**config.mk**
```make
export PLATFORM = sky130hd
export DESIGN_NAME = delimited_packet_deframer
export DESIGN_NICKNAME = d
export VERILOG_FILES = /design/src/design/dpd_pkg.sv /design/src/design/delimited_packet_deframer.sv /design/src/design/dpd_input_stage.sv /design/src/design/dpd_core.sv /design/src/design/dpd_output_stage.sv
export SDC_FILE = /design/constraint.sdc
export NUM_CORES = 1
export LEC_CHECK = 0
export BUFFER_PORTS_ARGS = -buffer_cell sky130_fd_sc_hd__buf_2
export CORE_MARGIN = 4
export CORE_UTILIZATION = 52
export DETAILED_ROUTE_END_ITERATION = 16
export HOLD_SLACK_MARGIN = 0.06
export PLACE_DENSITY = 0.78
export SYNTH_ARGS = -nofsm -noshare
export SYNTH_HDL_FRONTEND = slang
export SYNTH_HIERARCHICAL = 1
export SYNTH_SLANG_ARGS = --single-unit
```
**constraint.sdc**
```tcl
create_clock -name clk -period 3.1 [get_ports clk]
set_input_delay 0.62 -clock clk [delete_from_list [all_inputs] [get_ports clk]]
set_output_delay 0.62 -clock clk [all_outputs]
set_load 0.01 [all_outputs]
```
**src/design/dpd_pkg.sv**
```systemverilog
// Shared types, constants and codes for the delimited packet deframer.
package dpd_pkg;

    localparam int BUFFER_DEPTH = 64;
    localparam int IDX_W        = $clog2(BUFFER_DEPTH + 1);

    localparam logic [7:0] FILLER_BYTE = 8'hFF;
    localparam logic [5:0] SEP_MAX     = 6'd63;

    localparam logic [7:0] START_CHAR_RESET     = 8'd60;
    localparam logic [7:0] SEPARATOR_CHAR_RESET = 8'd44;
    localparam logic [7:0] END_CHAR_RESET       = 8'd62;

    typedef logic [1:0] cfg_idx_t;

    localparam cfg_idx_t CFG_START     = 2'd0;
    localparam cfg_idx_t CFG_SEPARATOR = 2'd1;
    localparam cfg_idx_t CFG_END       = 2'd2;

    typedef struct packed {
        logic [7:0] start_char;
        logic [7:0] separator_char;
        logic [7:0] end_char;
    } cfg_t;

    typedef enum logic [1:0] {
        EV_IGNORED  = 2'd0,
        EV_STORED   = 2'd1,
        EV_COMPLETE = 2'd2,
        EV_OVERFLOW = 2'd3
    } event_t;

    typedef struct packed {
        event_t     event_res;
        logic [7:0] stored_byte;
        logic [5:0] stored_index;
        logic [6:0] packet_length;
        logic [5:0] field_separators;
    } result_t;

endpackage

```
**src/design/delimited_packet_deframer.sv**
```systemverilog
// Top level of the delimited packet deframer: configuration, input and result stages.
// An accepted byte waits in the input register, then moves into the result register,
// which offers its result transaction to the consumer.
// Throughput: one byte per cycle unless a full result register waits on res_ready;
// the framing state is decided combinationally between the input and result registers.
// Reset (rst_n low, asynchronous): both stages empty, hunting for a start
// character, index and separator count cleared, registers back to '<' ',' '>'.
module delimited_packet_deframer
    import dpd_pkg::*;
(
    input  logic       clk,
    input  logic       rst_n,
    // configuration writes
    input  logic       cfg_write,
    input  cfg_idx_t   cfg_index,
    input  logic [7:0] cfg_data,
    // received bytes
    input  logic       rx_valid,
    output logic       rx_ready,
    input  logic [7:0] rx_byte,
    // result transactions
    output logic       res_valid,
    input  logic       res_ready,
    output logic [1:0] event_res,
    output logic [7:0] stored_byte,
    output logic [5:0] stored_index,
    output logic [6:0] packet_length,
    output logic [5:0] field_separators
);

    cfg_t       cfg_reg;
    cfg_t       cfg_next;
    logic       advance;
    logic       in_valid;
    logic [7:0] in_byte;
    result_t    result;
    result_t    res_data;

    // Decode configuration writes; an index beyond the register list is dropped.
    always_comb
    begin
        cfg_next = cfg_reg;
        if (cfg_write)
        begin
            unique case (cfg_index)
                CFG_START:     cfg_next.start_char     = cfg_data;
                CFG_SEPARATOR: cfg_next.separator_char = cfg_data;
                CFG_END:       cfg_next.end_char       = cfg_data;
                default:       cfg_next                = cfg_reg;
            endcase
        end
    end

    always_ff @(posedge clk or negedge rst_n)
    begin
        if (!rst_n)
        begin
            cfg_reg.start_char     <= START_CHAR_RESET;
            cfg_reg.separator_char <= SEPARATOR_CHAR_RESET;
            cfg_reg.end_char       <= END_CHAR_RESET;
        end
        else
        begin
            cfg_reg <= cfg_next;
        end
    end

    // Hold the accepted byte until the framing logic can take it.
    dpd_input_stage u_input (
        .clk      (clk),
        .rst_n    (rst_n),
        .rx_valid (rx_valid),
        .rx_ready (rx_ready),
        .rx_byte  (rx_byte),
        .advance  (advance),
        .in_valid (in_valid),
        .in_byte  (in_byte)
    );

    // Framing state advances only when the byte moves into the result register.
    dpd_core u_core (
        .clk     (clk),
        .rst_n   (rst_n),
        .cfg     (cfg_reg),
        .in_byte (in_byte),
        .advance (advance),
        .result  (result)
    );

    // Result register decouples the consumer from the input side.
    dpd_output_stage u_output (
        .clk       (clk),
        .rst_n     (rst_n),
        .in_valid  (in_valid),
        .result    (result),
        .advance   (advance),
        .res_valid (res_valid),
        .res_ready (res_ready),
        .res_data  (res_data)
    );

    assign event_res        = res_data.event_res;
    assign stored_byte      = res_data.stored_byte;
    assign stored_index     = res_data.stored_index;
    assign packet_length    = res_data.packet_length;
    assign field_separators = res_data.field_separators;

endmodule

```
**src/design/dpd_input_stage.sv**
```systemverilog
// Input register of the deframer: holds one received byte until it advances.
module dpd_input_stage
    import dpd_pkg::*;
(
    input  logic       clk,
    input  logic       rst_n,
    input  logic       rx_valid,
    output logic       rx_ready,
    input  logic [7:0] rx_byte,
    input  logic       advance,
    output logic       in_valid,
    output logic [7:0] in_byte
);

    logic       in_valid_reg;
    logic       in_valid_next;
    logic [7:0] in_byte_reg;

    // free when empty or when the held byte leaves this cycle
    assign rx_ready = !in_valid_reg || advance;

    always_comb
    begin
        in_valid_next = in_valid_reg;
        if (rx_ready)
        begin
            in_valid_next = rx_valid;
        end
    end

    always_ff @(posedge clk or negedge rst_n)
    begin
        if (!rst_n)
        begin
            in_valid_reg <= 1'b0;
        end
        else
        begin
            in_valid_reg <= in_valid_next;
        end
    end

    always_ff @(posedge clk)
    begin
        if (rx_valid && rx_ready)
        begin
            in_byte_reg <= rx_byte;
        end
    end

    assign in_valid = in_valid_reg;
    assign in_byte  = in_byte_reg;

endmodule

```
**src/design/dpd_core.sv**
```systemverilog
// Framing state and per-byte decision logic of the deframer.
module dpd_core
    import dpd_pkg::*;
(
    input  logic       clk,
    input  logic       rst_n,
    input  cfg_t       cfg,
    input  logic [7:0] in_byte,
    input  logic       advance,
    output result_t    result
);

    logic [IDX_W-1:0] write_index_reg;
    logic [IDX_W-1:0] write_index_next;
    logic             in_packet_reg;
    logic             in_packet_next;
    logic [5:0]       sep_count_reg;
    logic [5:0]       sep_count_next;

    logic             opens;
    logic             active;
    logic             restart;
    logic [IDX_W-1:0] idx_after;
    logic [5:0]       sep_after;
    logic             sep_hit;
    logic [5:0]       sep_total;

    always_comb
    begin
        opens = (write_index_reg == '0)
             && ((in_byte == cfg.start_char) || (cfg.start_char == 8'd0));
        active = in_packet_reg || opens;

        // start character inside a packet: begin again
        restart = active && (write_index_reg != '0) && (cfg.start_char != 8'd0)
               && (in_byte == cfg.start_char);
        idx_after = restart ? '0 : write_index_reg;
        sep_after = restart ? 6'd0 : sep_count_reg;

        sep_hit = active && (idx_after != '0) && (cfg.separator_char != 8'd0)
               && (in_byte == cfg.separator_char) && (sep_after < SEP_MAX);
        sep_total = sep_hit ? sep_after + 6'd1 : sep_after;

        result           = '0;
        result.event_res = EV_IGNORED;
        write_index_next = idx_after;
        sep_count_next   = sep_total;
        in_packet_next   = active;

        if (active && (in_byte == cfg.end_char))
        begin
            result.event_res        = EV_COMPLETE;
            result.packet_length    = 7'(idx_after);
            result.field_separators = sep_total;
            write_index_next        = '0;
            sep_count_next          = 6'd0;
            in_packet_next          = 1'b0;
        end
        else if (active && (in_byte != FILLER_BYTE))
        begin
            if (idx_after >= IDX_W'(BUFFER_DEPTH))
            begin
                // buffer full: drop the byte and resume hunting
                result.event_res = EV_OVERFLOW;
                write_index_next = '0;
                sep_count_next   = 6'd0;
                in_packet_next   = 1'b0;
            end
            else
            begin
                result.event_res    = EV_STORED;
                result.stored_byte  = in_byte;
                result.stored_index = 6'(idx_after);
                write_index_next    = idx_after + IDX_W'(1);
            end
        end
    end

    always_ff @(posedge clk or negedge rst_n)
    begin
        if (!rst_n)
        begin
            write_index_reg <= '0;
            in_packet_reg   <= 1'b0;
            sep_count_reg   <= 6'd0;
        end
        else if (advance)
        begin
            write_index_reg <= write_index_next;
            in_packet_reg   <= in_packet_next;
            sep_count_reg   <= sep_count_next;
        end
    end

endmodule

```
**src/design/dpd_output_stage.sv**
```systemverilog
// Result register of the deframer: holds one result transaction until taken.
module dpd_output_stage
    import dpd_pkg::*;
(
    input  logic    clk,
    input  logic    rst_n,
    input  logic    in_valid,
    input  result_t result,
    output logic    advance,
    output logic    res_valid,
    input  logic    res_ready,
    output result_t res_data
);

    logic    res_valid_reg;
    logic    res_valid_next;
    result_t res_data_reg;

    // move a byte forward when the result slot is empty or being emptied
    assign advance = in_valid && (!res_valid_reg || res_ready);

    always_comb
    begin
        res_valid_next = res_valid_reg;
        if (advance)
        begin
            res_valid_next = 1'b1;
        end
        else if (res_ready)
        begin
            res_valid_next = 1'b0;
        end
    end

    always_ff @(posedge clk or negedge rst_n)
    begin
        if (!rst_n)
        begin
            res_valid_reg <= 1'b0;
        end
        else
        begin
            res_valid_reg <= res_valid_next;
        end
    end

    always_ff @(posedge clk)
    begin
        if (advance)
        begin
            res_data_reg <= result;
        end
    end

    assign res_valid = res_valid_reg;
    assign res_data  = res_data_reg;

endmodule
```
Word-level counts from Yosys, hierarchy flattened

Cells that the tools add are included.
W data, S select, Z words.

Register bits: 77
Input bits: 23
Output and inout bits: 31
Word-level logic and storage cells: 74

Add/sub/neg operators: 2
$lt $le $gt $ge: 2
Equal/unequal tests: 6
Muxes and demuxes: 17
Bitwise gates (word level): 1
Reductions and logical operators: 31

Operators by type and width:

| cell                  | number |
|---|---|
| $mux W6               | 5 |
| $mux W7               | 4 |
| $eq A8 B8 Y1          | 3 |
| $mux W16              | 1 |
| $reduce_bool A8 Y1    | 2 |
| $mux W14              | 1 |
| $reduce_bool A7 Y1    | 2 |
| $logic_and A1 B1 Y1   | 12 |
| $logic_not A8 Y1      | 1 |
| $ne A8 B8 Y1 const B  | 1 |
| $add A7 B1 Y7 const B | 1 |
| $ge A7 B7 Y1 const B  | 1 |
| $logic_not A7 Y1      | 1 |
| $add A6 B1 Y6 const B | 1 |
| $lt A6 B6 Y1 const B  | 1 |
| $reduce_and A2 Y1     | 3 |
| $mux W1               | 5 |
| $logic_or A1 B1 Y1    | 4 |
| $reduce_or A3 Y1      | 1 |
| $eq A2 B1 Y1 const B  | 1 |
| $eq A2 B2 Y1 const B  | 1 |
| $logic_not A1 Y1      | 2 |
| $logic_not A2 Y1      | 1 |
| $mux W2               | 1 |
| other kinds (3)       | 3 |

Depth between registers and ports, before layout

Depth in word-level cells: 17
Mapped depth: 14
Gate-level depth less buffers: 12

By module

Netlist, hierarchy kept.

By module, submodules not included:

| module                    | instances | cells each | area an instance (sq um) | sequential area each (sq um) |
|---|---|---|---|---|
| dpd_core                  | 1         | 215        | 1,687.9                  | 350.3 |
| delimited_packet_deframer | 1         | 51         | 927.1                    | 615.6 |
| dpd_output_stage          | 1         | 33         | 914.6                    | 895.9 |
| dpd_input_stage           | 1         | 12         | 294.0                    | 265.3 |

Worst setup path before layout

No wires, ideal clock.

Path kind: register to register
Start point: reg u_input.in_byte_reg[6], in the netlist u_input/in_byte[6]
End point: reg u_output.res_data_reg, in the netlist u_output/res_data[3] (data pin)
Setup time: 0.269 ns
Arrival: 3.057 ns
Required time: 2.831 ns
Slack: -0.226 ns
Cell stages (with the launch flop): 14
Path buffers: 1
Period minus slack after synthesis: 3.326 ns
Path through: edfxtp_1 -> xor2_1 -> nor4_4 -> nand3_1 -> nor2_2 -> nor2_1 -> ha_1 -> nand2_1 -> o22ai_1 -> o211ai_1 -> nand2_2 -> buf_4 -> o311ai_0 -> a21oi_1

Cells in the longest elaborated chain, start to end: 14
Elaborated cells on any way between the ends: 20
Those cells by class: add/sub (1); order compare (1); eq/ne (3); mux (3); reduce/logical (12)

Ends and longest elaborated chain:

| item                                                                  | RTL line               | text |
|---|---|---|
| from (decl)                                                           | dpd_input_stage.sv:17  | `logic [7:0] in_byte_reg;` |
| from (signal assigned)                                                | dpd_input_stage.sv:47  | `in_byte_reg <= rx_byte;` |
| parallel branches: the longest is 14 deep, another holds $lt A6 B6 Y1 | -                      |  |
| to (signal assigned)                                                  | dpd_output_stage.sv:51 | `res_data_reg <= result;` |
| to (decl)                                                             | dpd_output_stage.sv:17 | `result_t res_data_reg;` |

Several ways; the timed one is not identified.
A chain may end at the register's enable or synchronous reset.

Worst setup path in the final report

Start point: reg cfg_reg[20] (netlist bit)
End point: reg u_output.res_data_reg, in the netlist u_output/res_data[4] (data pin)

Cells in the longest elaborated chain, start to end: 14
Elaborated cells on any way between the ends: 20
Those cells by class: add/sub (1); order compare (1); eq/ne (1); mux (3); reduce/logical (14)

Ends and longest elaborated chain:

| item                                                                  | RTL line                        | text |
|---|---|---|
| from (decl)                                                           | delimited_packet_deframer.sv:31 | `cfg_t cfg_reg;` |
| from (signal assigned)                                                | delimited_packet_deframer.sv:64 | `cfg_reg <= cfg_next;` |
| parallel branches: the longest is 14 deep, another holds $lt A6 B6 Y1 | -                               |  |

Several ways; the timed one is not identified.

==> flow_metrics.py <==
metrics = {
    "synthesis": {
        "syn_avg_cell_area_um2": 12.3,
        "synth_top_family_by_area": "simple AND/OR/NAND/NOR gates",
        "syn_nets": 338,
        "ys_seq_elements": 77,
        "synthTopCellsByArea": "edfxtp_1, dfrtp_1, dfstp_2",
        "synthArstFlopShare_pct": 51.9,
        "synth_fa_ha_area_share_pct": 1.31,
        "synthFlopType": "edfxtp_1",
        "synth_compound_area_share_pct": 8.64,
        "yosysTopAreaCell": "edfxtp_1",
        "synthesis.area_um2": 3820,
        "synth.yosys.seq_area_share_pct": 55.6,
        "netlist_instances": 311,
        "synth_edf_count": 37,
        "yosysWarnings": 6,
        "synth-simple-area-share_pct": 19.2,
        "synthMuxAreaShare_pct": 7.07,
        "synth_top_cell_area_share_pct": 29.1,
        "yosys.cell_types.count": 62,
        "synth-xor-area-share_pct": 6.41,
    },
    "timing": {
        "maxSlewHeadroom_pct": 38.5,
        "rsz0062_at_grt": "yes",
        "slew_violations": 0,
        "setup_tns_ns": -0.487,
        "fmax_ghz": 0.311,
        "min_period_over_period_pct": 104,
        "final.setup.worst_slack_ns": -0.120,
        "timing_hold_violations_final": 0,
        "setup_viol": 8,
        "fin_worst_skew_ns": 0.0124,
        "worstMarginPinSlew_ns": 0.922,
        "finalCriticalPeriod_ns": 3.22,
    },
    "grt": {
        "antenna_found_initial": 0,
        "grt_max_degree": 42,
        "grt_usage_pct": 20.4,
        "grt_pass1_vias": 2817,
        "grt_pass1_wl_um": 13900,
        "grt-ovfl-total": 0,
    },
    "clock_network": {
        "cts_made_buffers": 9,
        "clockBufferDepth": 2,
        "cts.clk_slew.worst_paths_ns": 0.08,
        "clock_latency_ns": 0.35,
        "cts-root-buf": "clkbuf_8",
        "cts_tree": "built",
        "cts_max_level": 3,
        "clock_sinks": 77,
    },
    "final_layout": {
        "final_common_cell": "buf_2",
        "num_antenna_cells": 0,
        "drive_gt1_share_pct": 44.6,
        "layout.nets": 432,
        "fin_util_pct": 68.6,
        "largest_reg_flops": 29,
        "mostFrequentLayoutCells": "buf_2, edfxtp_1, buf_4",
        "syn_to_final_growth_pct": 25.3,
    },
    "min_path": {
        "hp-class": "in2async",
    },
    "route": {
        "routed_via_density": 5.63,
        "first_iter_violations": 180,
        "drtPass1Iterations": 5,
        "wirelength_um": 8590,
        "vias": 2851,
        "ant_nets": 0,
        "wl_per_cell_um": 17.0,
        "drcViolationCount": 0,
    },
    "die": {
        "die_h_um": 93.8,
        "std_cell_rows": 30,
        "io_pins": 54,
        "fp.dieW_um": 93.8,
        "floorplan.initialDensity_pct": 54.8,
        "core_region_area_um2": 6980,
        "die-area_um2": 8790,
    },
    "run_status": {
        "status": "finished, violations left",
        "violations": "setup timing",
    },
    "critical_path": {
        "cp_max_fo": 6,
        "endpoint": "u_output/res_data[4]$_DFFE_PP_",
        "required_ns": 3.28,
        "r2r-end": "u_output/res_data[4]$_DFFE_PP_",
        "r2r-start": "cfg_reg[20]$_DFFE_PN1P_",
        "worst-endpoint-arrival_ns": 3.40,
        "critPathLaunch": "cfg_reg[20]$_DFFE_PN1P_",
        "ff2ff_setup_slack_ns": -0.12,
        "cp-start-kind": "flip-flop",
        "endpoint_kind": "flip-flop",
        "crit_type": "reg2reg",
        "worst_r2r_path_depth": 13,
    },
    "pwr": {
        "ir_worst_vdd_mv": 0.286,
        "p_leak_nw": 1.97,
        "power_density_nw_per_um2": 578,
    },
    "placed_design": {
        "dp_hpwl_um": 5860,
        "gp_congestion": 0.921,
        "portBuffers": 53,
        "post-place-ws_ns": -0.0218,
    },
    "run": {
        "maxCapViolations": 0,
    },
}
cell usage after synthesis (all sizes together) (2+ instances only):
| cell type | count |
|---|---|
| buf | 4 |
| ha | 4 |
| nand3 | 10 |
| o22ai | 2 |
| inv | 7 |
| xnor2 | 13 |
| mux2 | 24 |
| xor2 | 15 |
| or3 | 4 |
| edfxtp | 37 |
| a211oi | 2 |
| clkbuf | 3 |
| dfrtp | 28 |
| nand2b | 6 |
| nand4 | 6 |
| o21ai | 9 |
| a22o | 3 |
| or2 | 2 |
| o31ai | 2 |
| a21boi | 2 |
| a21oi | 7 |
| dfstp | 12 |
| and3 | 14 |
| nor4b | 2 |
| o211ai | 3 |
| nand3b | 3 |
| or4 | 6 |
| and2 | 4 |
| nor2b | 2 |
| a211o | 2 |
| nor3 | 10 |
| nor4 | 8 |
| nand2 | 20 |
| nor2 | 19 |
| o311ai | 4 |
worst min path at each step:
| stage | startpoint | endpoint | slack, ns |
|---|---|---|---|
| floorplan | rst_n | cfg_reg[0]$_DFFE_PN0P_ | 0.32 |
| global placement | u_output/res_valid$_DFFE_PN0P_ | u_output/res_valid$_DFFE_PN0P_ | 0.49 |
| detailed placement | u_output/res_valid$_DFFE_PN0P_ | u_output/res_valid$_DFFE_PN0P_ | 0.50 |
| CTS | rst_n | cfg_reg[6]$_DFFE_PN0P_ | 0.43 |
| global route | rx_byte[6] | u_input/in_byte[6]$_DFFE_PP_ | 0.42 |
| finish | rst_n | u_input/in_valid$_DFFE_PN0P_ | 0.40 |
per-stage QoR:
step	instances	total power (W)	hold WS, ns	area (um^2)
finish	506	0.00277	0.405	4790
global route	506	0.00292	0.421	4790
CTS	495	0.00273	0.427	4590
detailed placement	475	0.00205	0.496	4370
global placement	475	0.00202	0.485	4370
floorplan	311	0.00182	0.324	3870
critical path, cell delays in order (launching register included):
cell and delay [ns]:
dfstp_2 0.58, xor2_2 0.09, nor4_4 0.38, and3_4 0.26, nand2b_4 0.06, and2_4 0.14
ha_4 0.16, nand2_2 0.09, o22ai_2 0.07, o211ai_1 0.34, nand2_2 0.18, buf_4 0.17
or3_4 0.32, a211oi_2 0.21
power breakdown:
part | switching, W | internal [W] | total (W)
registers | 0.000131 | 0.00126 | 0.00140
logic | 0.000360 | 0.000324 | 0.000684
clock network | 0.000354 | 0.000334 | 0.000688
kinds of logic (layout without fill, tap and decap cells):
family / Yosys count / after routing
XOR/XNOR: 28 / 28
multiplexers: 24 / 24
AO/OA/AOI/OAI: 46 / 46
adder cells (fa/ha/maj): 4 / 4
buffers and inverters: 15 / 113
flip-flops: 77 / 77
AND/OR/NAND/NOR: 117 / 118
layer usage:
layer / share of wire (%) / GRT usage (%) / routed length [um]
met1: 45 / 27.4 / 3850
met2: 48 / 32.2 / 4080
met3: 5.7 / 4.65 / 491
met4: 1.9 / 7.70 / 165
met5: 0 / 0 / 0
cell type report:
class	count	area (um^2)
Tap cell	96	120
Clock inverter	3	20.0
Sequential cell	77	2130
Inverter	8	30.0
Timing Repair Buffer	89	543
Multi-Input combinational cell	220	1790
Clock buffer	13	159
Fill cell	519	2190
repair_timing:
action / 4_1_cts / 5_1_grt
resized for setup: 3 / 25
hold buffers: 0 / 0
setup buffers: 3 / 11
endpoints found under the setup margin: 4 / 12
pin swaps: 7 / 17
cloned: 1 / 0
(Power assumes the default switching activity.)
